===== src/rtl/sls_pkg.sv =====
// Shared constants, codes and memory request type for the sequential list store.
`default_nettype none
package sls_pkg;

  localparam int CAPACITY = 16;
  localparam int DATA_W   = 32;
  localparam int FUNC_W   = 3;
  localparam int POS_W    = 4;
  localparam int LEN_W    = 5;
  localparam int CNT_W    = $clog2(CAPACITY + 1);
  localparam int IDX_W    = $clog2(CAPACITY);
  localparam int CMP_W    = (CNT_W > POS_W) ? CNT_W : POS_W;

  localparam logic [FUNC_W-1:0] FN_INSERT       = FUNC_W'(0);
  localparam logic [FUNC_W-1:0] FN_DELETE_VALUE = FUNC_W'(1);
  localparam logic [FUNC_W-1:0] FN_DELETE_AT    = FUNC_W'(2);
  localparam logic [FUNC_W-1:0] FN_MODIFY_VALUE = FUNC_W'(3);
  localparam logic [FUNC_W-1:0] FN_MODIFY_AT    = FUNC_W'(4);
  localparam logic [FUNC_W-1:0] FN_READ         = FUNC_W'(5);

  typedef struct packed {
    logic              we;
    logic [IDX_W-1:0]  waddr;
    logic [DATA_W-1:0] wdata;
    logic              re;
    logic [IDX_W-1:0]  raddr;
  } mem_req_t;

endpackage
`default_nettype wire


===== src/rtl/sls_ram.sv =====
// Entry memory: one write port and one registered read port.
`default_nettype none
module sls_ram (
  input  wire logic                      clk,
  input  wire sls_pkg::mem_req_t         req,
  output logic [sls_pkg::DATA_W-1:0]     rd_data
);
  import sls_pkg::*;

  logic [DATA_W-1:0] mem [CAPACITY];

  always_ff @(posedge clk) begin
    if (req.we) begin
      mem[req.waddr] <= req.wdata;
    end
  end

  always_ff @(posedge clk) begin
    if (req.re) begin
      rd_data <= mem[req.raddr];
    end
  end

endmodule
`default_nettype wire


===== src/rtl/sequential_list_store.sv =====
// Top level of the sequential list store: operation sequencer around the entry memory.
//
// An operation beat is taken at a rising edge where start is high and busy is low.
// The payload names one of six operations (insert, delete value, delete at position,
// modify value, modify at position, read) with a position, a value and a new value.
// Every beat produces exactly one result beat: out_valid is high for one cycle with
// out_ok, out_read_value and out_length, and the receiver cannot hold it off.
// busy stays high from the cycle after acceptance until the result cycle ends.
// Entries live in a single memory with a registered read; shifts and scans stream
// through it one entry per cycle, reading one address while writing back another.
// A failed operation goes straight to the result beat. Modify at position writes its
// entry in the put state; a read addresses the memory, then takes the registered data.
// An insert first shifts the entries at and above its position up, then writes the new
// entry; delete at position shifts the later entries down. Modify value scans every entry
// and rewrites each match; delete value scans to the first match, then shifts the later
// entries down. The next beat is taken only after the result beat, as busy holds it off.
// Reset empties the list; entry contents need no clearing because only entries
// below the length are ever read.
`default_nettype none
module sequential_list_store (
  input  wire logic                         clk,
  input  wire logic                         rst_n,
  input  wire logic                         start,
  output logic                              busy,
  input  wire logic [sls_pkg::FUNC_W-1:0]   in_func,
  input  wire logic [sls_pkg::POS_W-1:0]    in_position,
  input  wire logic signed [sls_pkg::DATA_W-1:0] in_value,
  input  wire logic signed [sls_pkg::DATA_W-1:0] in_new_value,
  output logic                              out_valid,
  output logic                              out_ok,
  output logic signed [sls_pkg::DATA_W-1:0] out_read_value,
  output logic [sls_pkg::LEN_W-1:0]         out_length
);
  import sls_pkg::*;

  typedef enum logic [6:0] {
    ST_IDLE      = 7'b0000001,
    ST_SHIFT     = 7'b0000010,
    ST_SCAN      = 7'b0000100,
    ST_PUT       = 7'b0001000,
    ST_READ      = 7'b0010000,
    ST_READ_WAIT = 7'b0100000,
    ST_DONE      = 7'b1000000
  } state_t;

  state_t            state_r, state_nxt;
  logic [CNT_W-1:0]  count_r, count_nxt;
  logic [FUNC_W-1:0] func_r, func_nxt;
  logic [IDX_W-1:0]  pos_r, pos_nxt;
  logic [DATA_W-1:0] val_r, val_nxt;
  logic [DATA_W-1:0] nval_r, nval_nxt;
  logic              ok_r, ok_nxt;
  logic [DATA_W-1:0] rdv_r, rdv_nxt;
  logic [CNT_W-1:0]  rem_r, rem_nxt;
  logic [IDX_W-1:0]  src_r, src_nxt;
  logic [IDX_W-1:0]  tag_r, tag_nxt;
  logic              pend_r, pend_nxt;
  logic              dir_up_r, dir_up_nxt;

  mem_req_t          req;
  logic [DATA_W-1:0] rd_data;
  logic [CMP_W-1:0]  pos_c;
  logic [CMP_W-1:0]  cnt_c;
  logic              match;
  logic              accept;

  sls_ram u_ram (
    .clk     (clk),
    .req     (req),
    .rd_data (rd_data)
  );

  assign accept = start && (state_r == ST_IDLE);
  assign pos_c  = CMP_W'(in_position);
  assign cnt_c  = CMP_W'(count_r);
  assign match  = (rd_data == val_r);

  always_comb begin
    state_nxt  = state_r;
    count_nxt  = count_r;
    func_nxt   = func_r;
    pos_nxt    = pos_r;
    val_nxt    = val_r;
    nval_nxt   = nval_r;
    ok_nxt     = ok_r;
    rdv_nxt    = rdv_r;
    rem_nxt    = rem_r;
    src_nxt    = src_r;
    tag_nxt    = tag_r;
    pend_nxt   = pend_r;
    dir_up_nxt = dir_up_r;
    req        = '0;

    unique case (state_r)
      ST_IDLE: begin
        if (accept) begin
          func_nxt  = in_func;
          pos_nxt   = IDX_W'(in_position);
          val_nxt   = in_value;
          nval_nxt  = in_new_value;
          ok_nxt    = 1'b0;
          rdv_nxt   = '0;
          pend_nxt  = 1'b0;
          state_nxt = ST_DONE;
          case (in_func)
            FN_INSERT: begin
              if ((count_r < CNT_W'(CAPACITY)) && (pos_c <= cnt_c)) begin
                rem_nxt    = CNT_W'(cnt_c - pos_c);
                src_nxt    = IDX_W'(count_r - CNT_W'(1));
                dir_up_nxt = 1'b1;
                state_nxt  = ST_SHIFT;
              end
            end
            FN_DELETE_AT: begin
              if (pos_c < cnt_c) begin
                rem_nxt    = CNT_W'(cnt_c - pos_c - CMP_W'(1));
                src_nxt    = IDX_W'(pos_c + CMP_W'(1));
                dir_up_nxt = 1'b0;
                state_nxt  = ST_SHIFT;
              end
            end
            FN_DELETE_VALUE, FN_MODIFY_VALUE: begin
              if (count_r != '0) begin
                rem_nxt   = count_r;
                src_nxt   = '0;
                state_nxt = ST_SCAN;
              end
            end
            FN_MODIFY_AT: begin
              if (pos_c < cnt_c) begin
                state_nxt = ST_PUT;
              end
            end
            FN_READ: begin
              if (pos_c < cnt_c) begin
                state_nxt = ST_READ;
              end
            end
            default: begin
              state_nxt = ST_DONE;
            end
          endcase
        end
      end

      ST_SHIFT: begin
        if (pend_r) begin
          req.we    = 1'b1;
          req.waddr = dir_up_r ? (tag_r + IDX_W'(1)) : (tag_r - IDX_W'(1));
          req.wdata = rd_data;
        end
        if (rem_r != '0) begin
          req.re   = 1'b1;
          req.raddr = src_r;
          tag_nxt  = src_r;
          pend_nxt = 1'b1;
          src_nxt  = dir_up_r ? (src_r - IDX_W'(1)) : (src_r + IDX_W'(1));
          rem_nxt  = rem_r - CNT_W'(1);
        end else begin
          pend_nxt = 1'b0;
          if (!pend_r) begin
            if (func_r == FN_INSERT) begin
              state_nxt = ST_PUT;
            end else begin
              count_nxt = count_r - CNT_W'(1);
              ok_nxt    = 1'b1;
              state_nxt = ST_DONE;
            end
          end
        end
      end

      ST_SCAN: begin
        if (pend_r && match && (func_r == FN_DELETE_VALUE)) begin
          rem_nxt    = CNT_W'(count_r - CNT_W'(1) - CNT_W'(tag_r));
          src_nxt    = tag_r + IDX_W'(1);
          dir_up_nxt = 1'b0;
          pend_nxt   = 1'b0;
          state_nxt  = ST_SHIFT;
        end else begin
          if (pend_r && match) begin
            req.we    = 1'b1;
            req.waddr = tag_r;
            req.wdata = nval_r;
          end
          if (rem_r != '0) begin
            req.re    = 1'b1;
            req.raddr = src_r;
            tag_nxt   = src_r;
            pend_nxt  = 1'b1;
            src_nxt   = src_r + IDX_W'(1);
            rem_nxt   = rem_r - CNT_W'(1);
          end else begin
            pend_nxt = 1'b0;
            if (!pend_r) begin
              ok_nxt    = 1'b1;
              state_nxt = ST_DONE;
            end
          end
        end
      end

      ST_PUT: begin
        req.we    = 1'b1;
        req.waddr = pos_r;
        req.wdata = val_r;
        if (func_r == FN_INSERT) begin
          count_nxt = count_r + CNT_W'(1);
        end
        ok_nxt    = 1'b1;
        state_nxt = ST_DONE;
      end

      ST_READ: begin
        req.re    = 1'b1;
        req.raddr = pos_r;
        state_nxt = ST_READ_WAIT;
      end

      ST_READ_WAIT: begin
        rdv_nxt   = rd_data;
        ok_nxt    = 1'b1;
        state_nxt = ST_DONE;
      end

      ST_DONE: begin
        state_nxt = ST_IDLE;
      end

      default: begin
        state_nxt = ST_IDLE;
      end
    endcase
  end

  always_ff @(posedge clk) begin
    if (!rst_n) begin
      state_r <= ST_IDLE;
      count_r <= '0;
      pend_r  <= 1'b0;
    end else begin
      state_r <= state_nxt;
      count_r <= count_nxt;
      pend_r  <= pend_nxt;
    end
  end

  always_ff @(posedge clk) begin
    func_r   <= func_nxt;
    pos_r    <= pos_nxt;
    val_r    <= val_nxt;
    nval_r   <= nval_nxt;
    ok_r     <= ok_nxt;
    rdv_r    <= rdv_nxt;
    rem_r    <= rem_nxt;
    src_r    <= src_nxt;
    tag_r    <= tag_nxt;
    dir_up_r <= dir_up_nxt;
  end

  assign busy           = (state_r != ST_IDLE);
  assign out_valid      = (state_r == ST_DONE);
  assign out_ok         = ok_r;
  assign out_read_value = $signed(rdv_r);
  assign out_length     = LEN_W'(count_r);

`ifndef SYNTHESIS
  a_count_bound: assert property (@(posedge clk) disable iff (!rst_n)
    count_r <= CNT_W'(CAPACITY))
    else $error("list length exceeds capacity");

  a_accept_busy: assert property (@(posedge clk) disable iff (!rst_n)
    (start && !busy) |=> busy)
    else $error("accepted beat did not raise busy");

  a_result_release: assert property (@(posedge clk) disable iff (!rst_n)
    out_valid |=> !busy)
    else $error("busy still high after the result beat");

  a_idle_count: assert property (@(posedge clk) disable iff (!rst_n)
    (state_r == ST_IDLE) |=> $stable(count_r))
    else $error("length changed at acceptance");
`endif

endmodule
`default_nettype wire


===== config.mk =====
export PLATFORM = sky130hd
export DESIGN_NAME = sequential_list_store
export DESIGN_NICKNAME = d
export VERILOG_FILES = /design/src/rtl/sls_pkg.sv /design/src/rtl/sls_ram.sv /design/src/rtl/sequential_list_store.sv
export SDC_FILE = /design/constraint.sdc
export NUM_CORES = 1
export LEC_CHECK = 0
export CAP_MARGIN = 20
export CORE_MARGIN = 4
export CORE_UTILIZATION = 49
export CTS_CLUSTER_DIAMETER = 30
export DETAILED_ROUTE_END_ITERATION = 6
export DONT_BUFFER_PORTS = 1
export GPL_ROUTABILITY_DRIVEN = 0
export PLACE_DENSITY = 0.67
export SYNTH_ARGS = -nofsm -noshare
export SYNTH_HDL_FRONTEND = slang
export SYNTH_SLANG_ARGS = --single-unit

===== constraint.sdc =====
create_clock -name clk -period 6.2 [get_ports clk]
set_clock_uncertainty 0.05 [all_clocks]
set_input_delay 1.86 -clock clk [delete_from_list [all_inputs] [get_ports clk]]
set_output_delay 1.86 -clock clk [all_outputs]
set_load 0.01 [all_outputs]

# Word-level counts from Yosys, hierarchy flattened
# Memories as Yosys holds them, arrays and structs flattened. A register that Yosys moved wholly into a read port is not among the register bits.
# Index checks and enable logic that the tools add are counted.
dict set report classes {
  n_mux 68
  n_reduce_logical 26
  n_lt_le_gt_ge 3
  addsub 11
  eq_ne 33
}
# op count
set ops {}
lappend ops {{one-hot mux 37 bit (3 select lines)} 1}
lappend ops {{2-to-1 mux 7 bit} 12}
lappend ops {{2-to-1 mux 37 bit} 2}
lappend ops {{one-hot mux 7 bit (5 select lines)} 2}
lappend ops {{one-hot mux 32 bit (2 select lines)} 1}
lappend ops {{2-to-1 mux 5 bit} 11}
lappend ops {{one-hot mux 5 bit (3 select lines)} 3}
lappend ops {{2-to-1 mux 4 bit} 11}
lappend ops {{2-to-1 mux 42 bit} 1}
lappend ops {{equality test 32 bit} 1}
lappend ops {{2-to-1 mux 32 bit} 1}
lappend ops {{one-hot mux 4 bit (3 select lines)} 2}
lappend ops {{inequality test 2 bit, second input constant} 10}
lappend ops {{inequality test 3 bit, second input constant} 6}
lappend ops {{AND reduction 8 bit} 2}
lappend ops {{2-to-1 mux 1 bit} 15}
lappend ops {{subtractor 5 x 1 -> 5 bit, second input constant} 3}
lappend ops {{adder 4 x 1 -> 4 bit, second input constant} 3}
lappend ops {{AND reduction 6 bit} 2}
lappend ops {{one-hot mux 5 bit (2 select lines)} 1}
lappend ops {{AND reduction 5 bit} 2}
lappend ops {{nonzero test 5 bit} 2}
lappend ops {{subtractor 5 x 4 -> 5 bit} 2}
lappend ops {{one-hot mux 4 bit (2 select lines)} 1}
lappend ops {{other kinds (28)} 44}
dict set report word_totals {
  register_bits 131
  out_inout_bits 40
  in_bits 74
  wordCells 155
  mem_bits_rw 512
  n_memories 1
}
# memory words word_bits read_ports rd_clocked_by_memory_dff write_ports line
set mem_list {}
lappend mem_list {u_ram.mem 16 32 1 1 1 sls_ram.sv:10} ;# logic [DATA_W-1:0] mem [CAPACITY];

# Logic depth before layout (Yosys ltp)
# Gate-level depths: netlist of run 1.
dict set report depth {
  depth_word 7
  depth_mapped 14
  ltp_nobuf 11
}

# Hierarchy
# Synthesis of run 1 repeated with hierarchy kept, for this count alone.
dict set report unflattened {
  cells_unflattened 1463
  hier_area_um2 27149.8
}
# module seq_area_each_um2 n_inst cells_each area_each_um2
set modules_own_cells {}
lappend modules_own_cells {sls_ram 16335.7 1 838 20174.3}
lappend modules_own_cells {sequential_list_store 3803.6 1 625 6975.4}

# Least setup slack after synthesis of run 1
# Ideal clock, no wire load.
dict set report synth_path {
  path_type {input-to-reg}
  start {input start}
  end {register src_r[0], enable pin}
  required_time_ps 5818
  setup_time_ps 332
  arrival_ps 5158
  n_path_buf 0
  path_stages 5
  setup_slack_ps 660
  cell_sequence {and3_1 > o21ai_0 > or3b_2 > a21oi_1 > nor2b_1}
}
dict set report synth_via {
  elab_chain_cells 3
}
# item line
set synth_lines {}
lappend synth_lines {{from (decl)} sequential_list_store.sv:23} ;# input wire logic start,
lappend synth_lines {{logical AND 1 bit} sequential_list_store.sv:73} ;# assign accept = start && (state_r == ST_IDLE);
lappend synth_lines {{inequality test 2 bit (no source line)} n/a}
lappend synth_lines {{AND reduction 8 bit (no source line)} n/a}
lappend synth_lines {{to (signal assigned)} sequential_list_store.sv:256} ;# src_r <= src_nxt;
lappend synth_lines {{to (decl)} sequential_list_store.sv:55} ;# logic [IDX_W-1:0] src_r, src_nxt;
# No other way between the ends.
# A chain may end at the register's enable or synchronous reset.

# Worst setup path after layout of run 1
dict set report layout_path {
  start {register state_r[2]}
  end {memory u_ram.mem[9][16], enable pin}
}
dict set report layout_via {
  elab_chain_cells 4
  elab_cells_between_ends 6
  cone_classes {3 x eq/ne; 3 x mux}
}
# item line
set layout_lines {}
lappend layout_lines {{from (decl)} sequential_list_store.sv:46} ;# state_t state_r, state_nxt;
lappend layout_lines {{from (signal assigned)} sequential_list_store.sv:242} ;# state_r <= state_nxt;
lappend layout_lines {{equality test 7 x 4 -> 1 bit (tied with other cells)} sequential_list_store.sv:94} ;# unique case (state_r)
lappend layout_lines {{one-hot mux 37 bit (3 select lines) *} sequential_list_store.sv:94}
lappend layout_lines {{2-to-1 mux 1 bit} sls_ram.sv:13} ;# if (req.we) begin
lappend layout_lines {{2-to-1 mux 1 bit (implied by the code)} sls_ram.sv:14} ;# mem[req.waddr] <= req.wdata;
lappend layout_lines {{to (decl)} sls_ram.sv:10}
# Every way passes the cells marked *; elsewhere a longest branch is shown, timed or not.

==> results of run 1 <==
-- cell type report --
type	count	area, sq um
Sequential cell	675	20100
Clock buffer	129	3030
Fill cell	4258	23400
Clock inverter	90	1050
Inverter	59	221
Multi-Input combinational cell	1321	7360
Timing Repair Buffer	41	440
Antenna cell	4	10.0
Tap cell	756	946
-- final timing paths --
check,start,to,slack (ps),cells past startpoint
worst max-delay path,state_r[2],u_ram.mem[9][16],1810,10
worst min-delay path,u_ram.mem[1][14],u_ram.rd_data[14],500,2
worst max register to register,state_r[2],u_ram.mem[9][16],1810,10
worst min register to register,u_ram.mem[1][14],u_ram.rd_data[14],500,2
-- cells by family (layout without fill, tap and decap cells) --
kind of cell,count (synthesis),after routing
and+or+nand+nor,1017,1017
DFF,675,675
AOI/OAI and AO/OA,198,198
buffers and inverters,184,319
xor gates and xnor gates,58,58
muxes,27,27
adders and majority gates,21,21
other,0,4
-- registers in the layout (all words and copies together) (netlist names), 5 cells and up --
register,count
u_ram.mem,512
nval_r,32
out_read_value,32
u_ram.rd_data,32
val_r,32
state_r,7
out_length,5
rem_r,5
-- metrics by stage --
step | area (sq um) | power (mW) | utilization | cells | hold WS (ps)
final | 33200 | 11.9 | 0.586 | 3075 | 499
after CTS | 33200 | 12.0 | 0.586 | 3071 | 507
after floorplan | 28100 | 5.44 | - | 2180 | 374
after global placement | 29000 | 5.54 | 0.512 | 2846 | 485
after global routing | 33200 | 12.3 | 0.586 | 3072 | 528
after detailed placement | 29100 | 5.54 | 0.514 | 2852 | 490
-- placed cells by master (no fill, tap or decap), types with 8 or more instances in the layout --
cell,instances
nand2b_1,13
xnor2_1,29
a22oi_1,11
a21o_1,8
clkinv_2,20
buf_12,9
a31oi_1,15
nand2_1,506
clkinv_4,12
nor2_1,37
clkbuf_1,9
a222oi_1,28
bufinv_16,18
nand4_1,28
edfxtp_1,662
xor2_1,29
clkinv_1,24
mux2i_1,25
o21ai_0,22
nor2_4,14
a21oi_1,41
nand3_1,306
and3_1,8
ha_1,19
inv_1,58
clkbuf_16,119
dfxtp_1,13
and2_1,42
nor3_1,19
buf_4,31
-- per-layer routing --
metal | GRT usage | wire length (um) | part of all wire
met1 | 0.335 | 30700 | 0.42
met2 | 0.364 | 33800 | 0.46
met3 | 0.0560 | 7250 | 0.098
met4 | 0.0826 | 2000 | 0.027
met5 | 0 | 13 | 0.00018
-- power groups by stage --
| stage | Combinational [mW] | Sequential, mW | Clock [mW] |
|---|---|---|---|
| finish | 0.278 | 5.18 | 6.49 |
| global route | 0.303 | 5.19 | 6.77 |
| CTS | 0.277 | 5.18 | 6.54 |
| detailed placement | 0.275 | 5.27 | 0 |
| global placement | 0.269 | 5.27 | 0 |
| floorplan | 0.203 | 5.24 | 0 |
-- worst max-delay path, delay by kind of cell (launching register included) --
family	cells	cell delay (ps)
simple gates	5	2250
buf+inv	2	910
compound gates	3	430
flops	1	360
==> metrics.txt, run 1 <==
status finished, violations left; failing checks DRC; htree depth 3; DRT iter0 DRCs 2231; clock network power share 0.543; antenna violations before repair 3; WP data arrival 4630 ps; Most used DFF post-synth edfxtp_1; Final nets 2310; CP max-delay cell nor2_4; Worst VDD drop 0.000288 V; CTS Buf Count 117; part of the power in combinational logic 0.023; Synth top cells by count edfxtp_1 (662), nand2_1 (506), nand3_1 (306); crit start category register; share of layout cells above drive strength 1 0.119; worst min path class reg2reg; Hold Fails Final Rpt 0; Via density 6.00; clk root buf clkbuf_16; CTS resizes 0; TritonCTS clock tree done; Setup Crit Path Kind reg2reg; clock tree buffer depth 3; worst setup margin 1810 ps; post-CTS setup buffers 0; Sw Pwr 2.50 mW; Die Footprint 0.0613 sq mm; sequential power share 0.434; Skew-Pair Late Insertion Delay 670 ps; Sw Ratio 0.209; max incr delay on CP 600 ps; Routed Wire Length 73.8 mm; wire length of the first global-routing pass 110 mm; Netlist cell types 75; Crit path top cell by count a21oi_1; Setup violations, final 0; post-synth top area cell edfxtp_1; required time of the critical path 6440 ps; critical path capture point type register; final worst-path cycle share 0.708; hold_buf cts 0; CP max FO 37; Avg Inst Size Synth 12.9 sq um; vias in the first global route 17897; width of the die 248 um; Internal 9.45 mW; wire length per cell 24.0 um; sequential fraction of the synthesis area 0.716; row count 87; Die Ht 248 um; EDFF count, synth 662; simple-gate portion of the synthesized area 0.165; mux cell area share after synthesis 0.00970; Adder-Cell Fraction of Synth Area 0.00988; RSZ-0062 raised after global routing false; async set-reset flop share out of synthesis 0; Clk pin slew, worst setup/hold paths 50 ps; Syn. warnings 0; Synth top area share 0.707; Slew Viols, Final 0; most frequent cell after synthesis edfxtp_1; # DRC 5; Lkg Pwr 11.4 nW; I/O Pins 114; post-route ant nets 0; Post-Syn Instances 2180; slew margin rel. 0.146; Max Cap Viol 0; Synth Net Count 2275; minimum clock period 4390 ps; dominant cells by area after synthesis edfxtp_1 (71%), nand2_1 (6.8%), nand3_1 (5.4%), a222oi_1 (1.0%), and2_1 (0.93%); gr ovfl total 0; post-DP HPWL 43.3 mm; largest net degree at the start of global routing 133; cell area after synthesis 0.0281 sq mm; DP Worst Slack 1560 ps; vias post-DR 18450; Achievable Freq 228 MHz; FF+latch count, synth 675; worst-path cell chain nor3_1 > nand3_1 > nor2_4 > buf_4 > a21oi_1 > a21oi_1 > a21oi_1 > nand2b_1 > nor2_4 > buf_4; Synth Area in XOR/XNOR 0.0181; Core Region 0.0566 sq mm; Cell Pwr Density 360 mW/mm^2; I/O Buffers 0; final setup TNS 0 ps; GRT Overall Usage 0.237; clk sinks 675; Synth Area in Compound Gates 0.0535; starting density of the core 0.497; first drt pass iteration count 7; largest family of logic cells by synthesized area simple AND/OR/NAND/NOR gates; Area Overhead vs Synth 18.1%; worst slew pin tran 1280 ps
(Power assumes the default switching activity.)
==> inputs of run 2 (changes only) <==
- clock period: 6.2 -> 4.06 ns (I/O delays scaled with it)
==> run 2 against run 1 <==
The run still ends with DRC left. Largest power group unchanged. Utilization rose by 1.5 points. Via count rose by 1.6%. Die area did not move. Maximum frequency rose by 11%.
==> metrics.txt, run 2 (synthesized netlist as in run 1, its figures left out) <==
part of the power in combinational logic 0.024 (was 0.023); Core Region 0.0566 sq mm (unchanged); failing checks DRC (unchanged); clock tree buffer depth 3 (unchanged); Die Footprint 0.0613 sq mm (unchanged); filler instances 4186 (was 4258); critical path capture point type register (unchanged); r2r worst-path depth 10 (unchanged); clk root buf clkbuf_16 (unchanged); GRT Overall Usage 0.245 (was 0.237); crit start category register (unchanged); hold_ws 526 ps (was 499 ps); DP Worst Slack 20.9 ps (was 1560 ps); DRT iter0 DRCs 2335 (was 2231); Lkg Pwr 11.8 nW (was 11.4 nW); I/O Pins 114 (unchanged); final worst-path cycle share 0.973 (was 0.708); CP max FO 24 (was 37); most frequent cells in the layout edfxtp_1 (662), nand2_1 (506), nand3_1 (306), clkbuf_16 (117), buf_4 (72) (was edfxtp_1 (662), nand2_1 (506), nand3_1 (306), clkbuf_16 (119), inv_1 (58)); Sw Ratio 0.217 (was 0.209); Cell Pwr Density 545 mW/mm^2 (was 360 mW/mm^2); vias post-DR 18741 (was 18450); wire length of the first global-routing pass 112 mm (was 110 mm); Max Cap Viol 0 (unchanged); internal reg-to-reg setup slack 110 ps (was 1810 ps); Sw Pwr 4.02 mW (was 2.50 mW); antenna violations before repair 11 (was 3); worst setup margin 109 ps (was 1810 ps); routed wl met2 35.6 mm (was 33.8 mm); # DRC 1 (was 5); Top Family by Delay on Critical Path simple AND/OR/NAND/NOR gates (unchanged); most common cell after layout, fill and taps aside edfxtp_1 (unchanged); starting density of the core 0.497 (unchanged); htree depth 3 (unchanged); largest net degree at the start of global routing 73 (was 133); clk sinks 675 (unchanged); minimum clock period 3950 ps (was 4390 ps); final setup TNS 0 ps (unchanged); worst min path class reg2reg (unchanged); Routed Wire Length 77.2 mm (was 73.8 mm); Achievable Freq 253 MHz (was 228 MHz); Placed Instance Area 0.0298 sq mm (was 0.0291 sq mm); slew margin rel. 0.296 (was 0.146); Via density 5.96 (was 6.00); clock network power share 0.549 (was 0.543); Area Overhead vs Synth 21.0% (was 18.1%); Metal-1 WL 30.5 mm (was 30.7 mm); sequential cell area 0.0201 sq mm (unchanged); I/O Buffers 0 (unchanged); Clk pin slew, worst setup/hold paths 60 ps (was 50 ps); WP data arrival 4260 ps (was 4630 ps); Slew Viols, Final 0 (unchanged); Hold Fails Final Rpt 0 (unchanged); CTS resizes 0 (unchanged); share of layout cells above drive strength 1 0.146 (was 0.119); Die Ht 248 um (unchanged); wire length on met3 8.43 mm (was 7.25 mm); worst path buffer plus inverter count 2 (unchanged); reg2reg start u_ram.rd_data[27] (was state_r[2]); hold_buf cts 0 (unchanged); Reg with most FFs u_ram.mem (unchanged); Setup violations, final 0 (unchanged); RSZ-0062 raised after global routing false (unchanged); Largest register FFs 512 (unchanged); width of the die 248 um (unchanged); Worst VDD drop 0.000336 V (was 0.000288 V); max incr delay on CP 860 ps (was 600 ps); reg-to-reg endpoint u_ram.mem[1][31] (was u_ram.mem[9][16]); TritonCTS clock tree done (unchanged); worst-path cell chain xor2_1 > or4_1 > nor4b_2 > buf_4 > and4_1 > mux2i_1 > nand2_1 > nand2_1 > nor2_4 > buf_4 (was nor3_1 > nand3_1 > nor2_4 > buf_4 > a21oi_1 > a21oi_1 > a21oi_1 > nand2b_1 > nor2_4 > buf_4); post-layout util 0.601 (was 0.586); vias in the first global route 18012 (was 17897); Internal 14.5 mW (was 9.45 mW); Hold EP u_ram.rd_data[14] (unchanged); WHS Path Cells 2 (unchanged); Final nets 2372 (was 2310); row count 87 (unchanged); required time of the critical path 4370 ps (was 6440 ps); post-DP HPWL 46.1 mm (was 43.3 mm); fin area 0.0340 sq mm (was 0.0332 sq mm); sequential power share 0.427 (was 0.434); gr ovfl total 0 (unchanged); CP max-delay cell nor2_4 (unchanged); Top Layer Used met5 (unchanged); Setup Crit Path Kind reg2reg (unchanged); worst slew pin tran 1050 ps (was 1280 ps); first drt pass iteration count 6 (was 7); multi-input logic area 0.00738 sq mm (was 0.00736 sq mm); post-route ant nets 0 (unchanged); CTS Buf Count 117 (unchanged); status finished, violations left (unchanged); HP Start u_ram.mem[1][14] (unchanged); wire length per cell 24.5 um (was 24.0 um); Skew-Pair Late Insertion Delay 670 ps (about the same)
run 2: per-layer routing:
metal | vias to the layer above | track usage
met5 | - | 0
met4 | 2 | 0.105
met3 | 170 | 0.0593
met2 | 1097 | 0.378
met1 | 9210 | 0.336
li1 | 8262 | -
run 2: final cells by class:
class | count | area share
clock inverter | 89 | 0.0344
tap | 756 | 0.0278
inverter | 59 | 0.00651
sequential | 675 | 0.592
timing repair buffer | 102 | 0.0336
multi-input combinational | 1322 | 0.217
antenna | 10 | 0.000736
clock buffer | 133 | 0.0879
run 2: worst register-to-register path, stage by stage, from the launching register on:
cell and delay (ps):
edfxtp_1 420, xor2_1 190, or4_1 540, nor4b_2 380
buf_4 200, and4_1 350, mux2i_1 130, nand2_1 110
nand2_1 110, nor2_4 860, buf_4 300
run 2: stage by stage:
step                      total power [mW]  instances
after floorplan                       8.30       2180
after global placement                8.47       2908
after detailed placement              8.48       2908
after CTS                             18.6       3132
after global routing                  19.0       3141
final                                 18.5       3146
run 2: timing repair:
item                       4_1_cts  5_1_grt
gates cloned                     0        1
setup buffers                    2        3
pin swaps                        1        1
setup endpoints to repair        1        2
run 2: power groups by stage:
stage	combinational (mW)	clock, mW	sequential, mW
floorplan	0.310	0	7.99
global placement	0.429	0	8.04
detailed placement	0.435	0	8.04
CTS	0.438	10.3	7.91
global route	0.483	10.6	7.92
finish	0.442	10.2	7.92
run 2: how the worst max path moves through the flow:
stage                     cells after the start         startpoint                 to  slack (ps)
final                                        10  u_ram.rd_data[27]   u_ram.mem[1][31]         110
after global routing                         10  u_ram.rd_data[27]    u_ram.mem[1][3]          20
after floorplan                               9          val_r[29]   u_ram.mem[12][0]        -910
after CTS                                    10  u_ram.rd_data[27]   u_ram.mem[1][31]         140
after detailed placement                     11  u_ram.rd_data[16]   u_ram.rd_data[8]          20
after global placement                       11  u_ram.rd_data[16]  u_ram.rd_data[17]          20
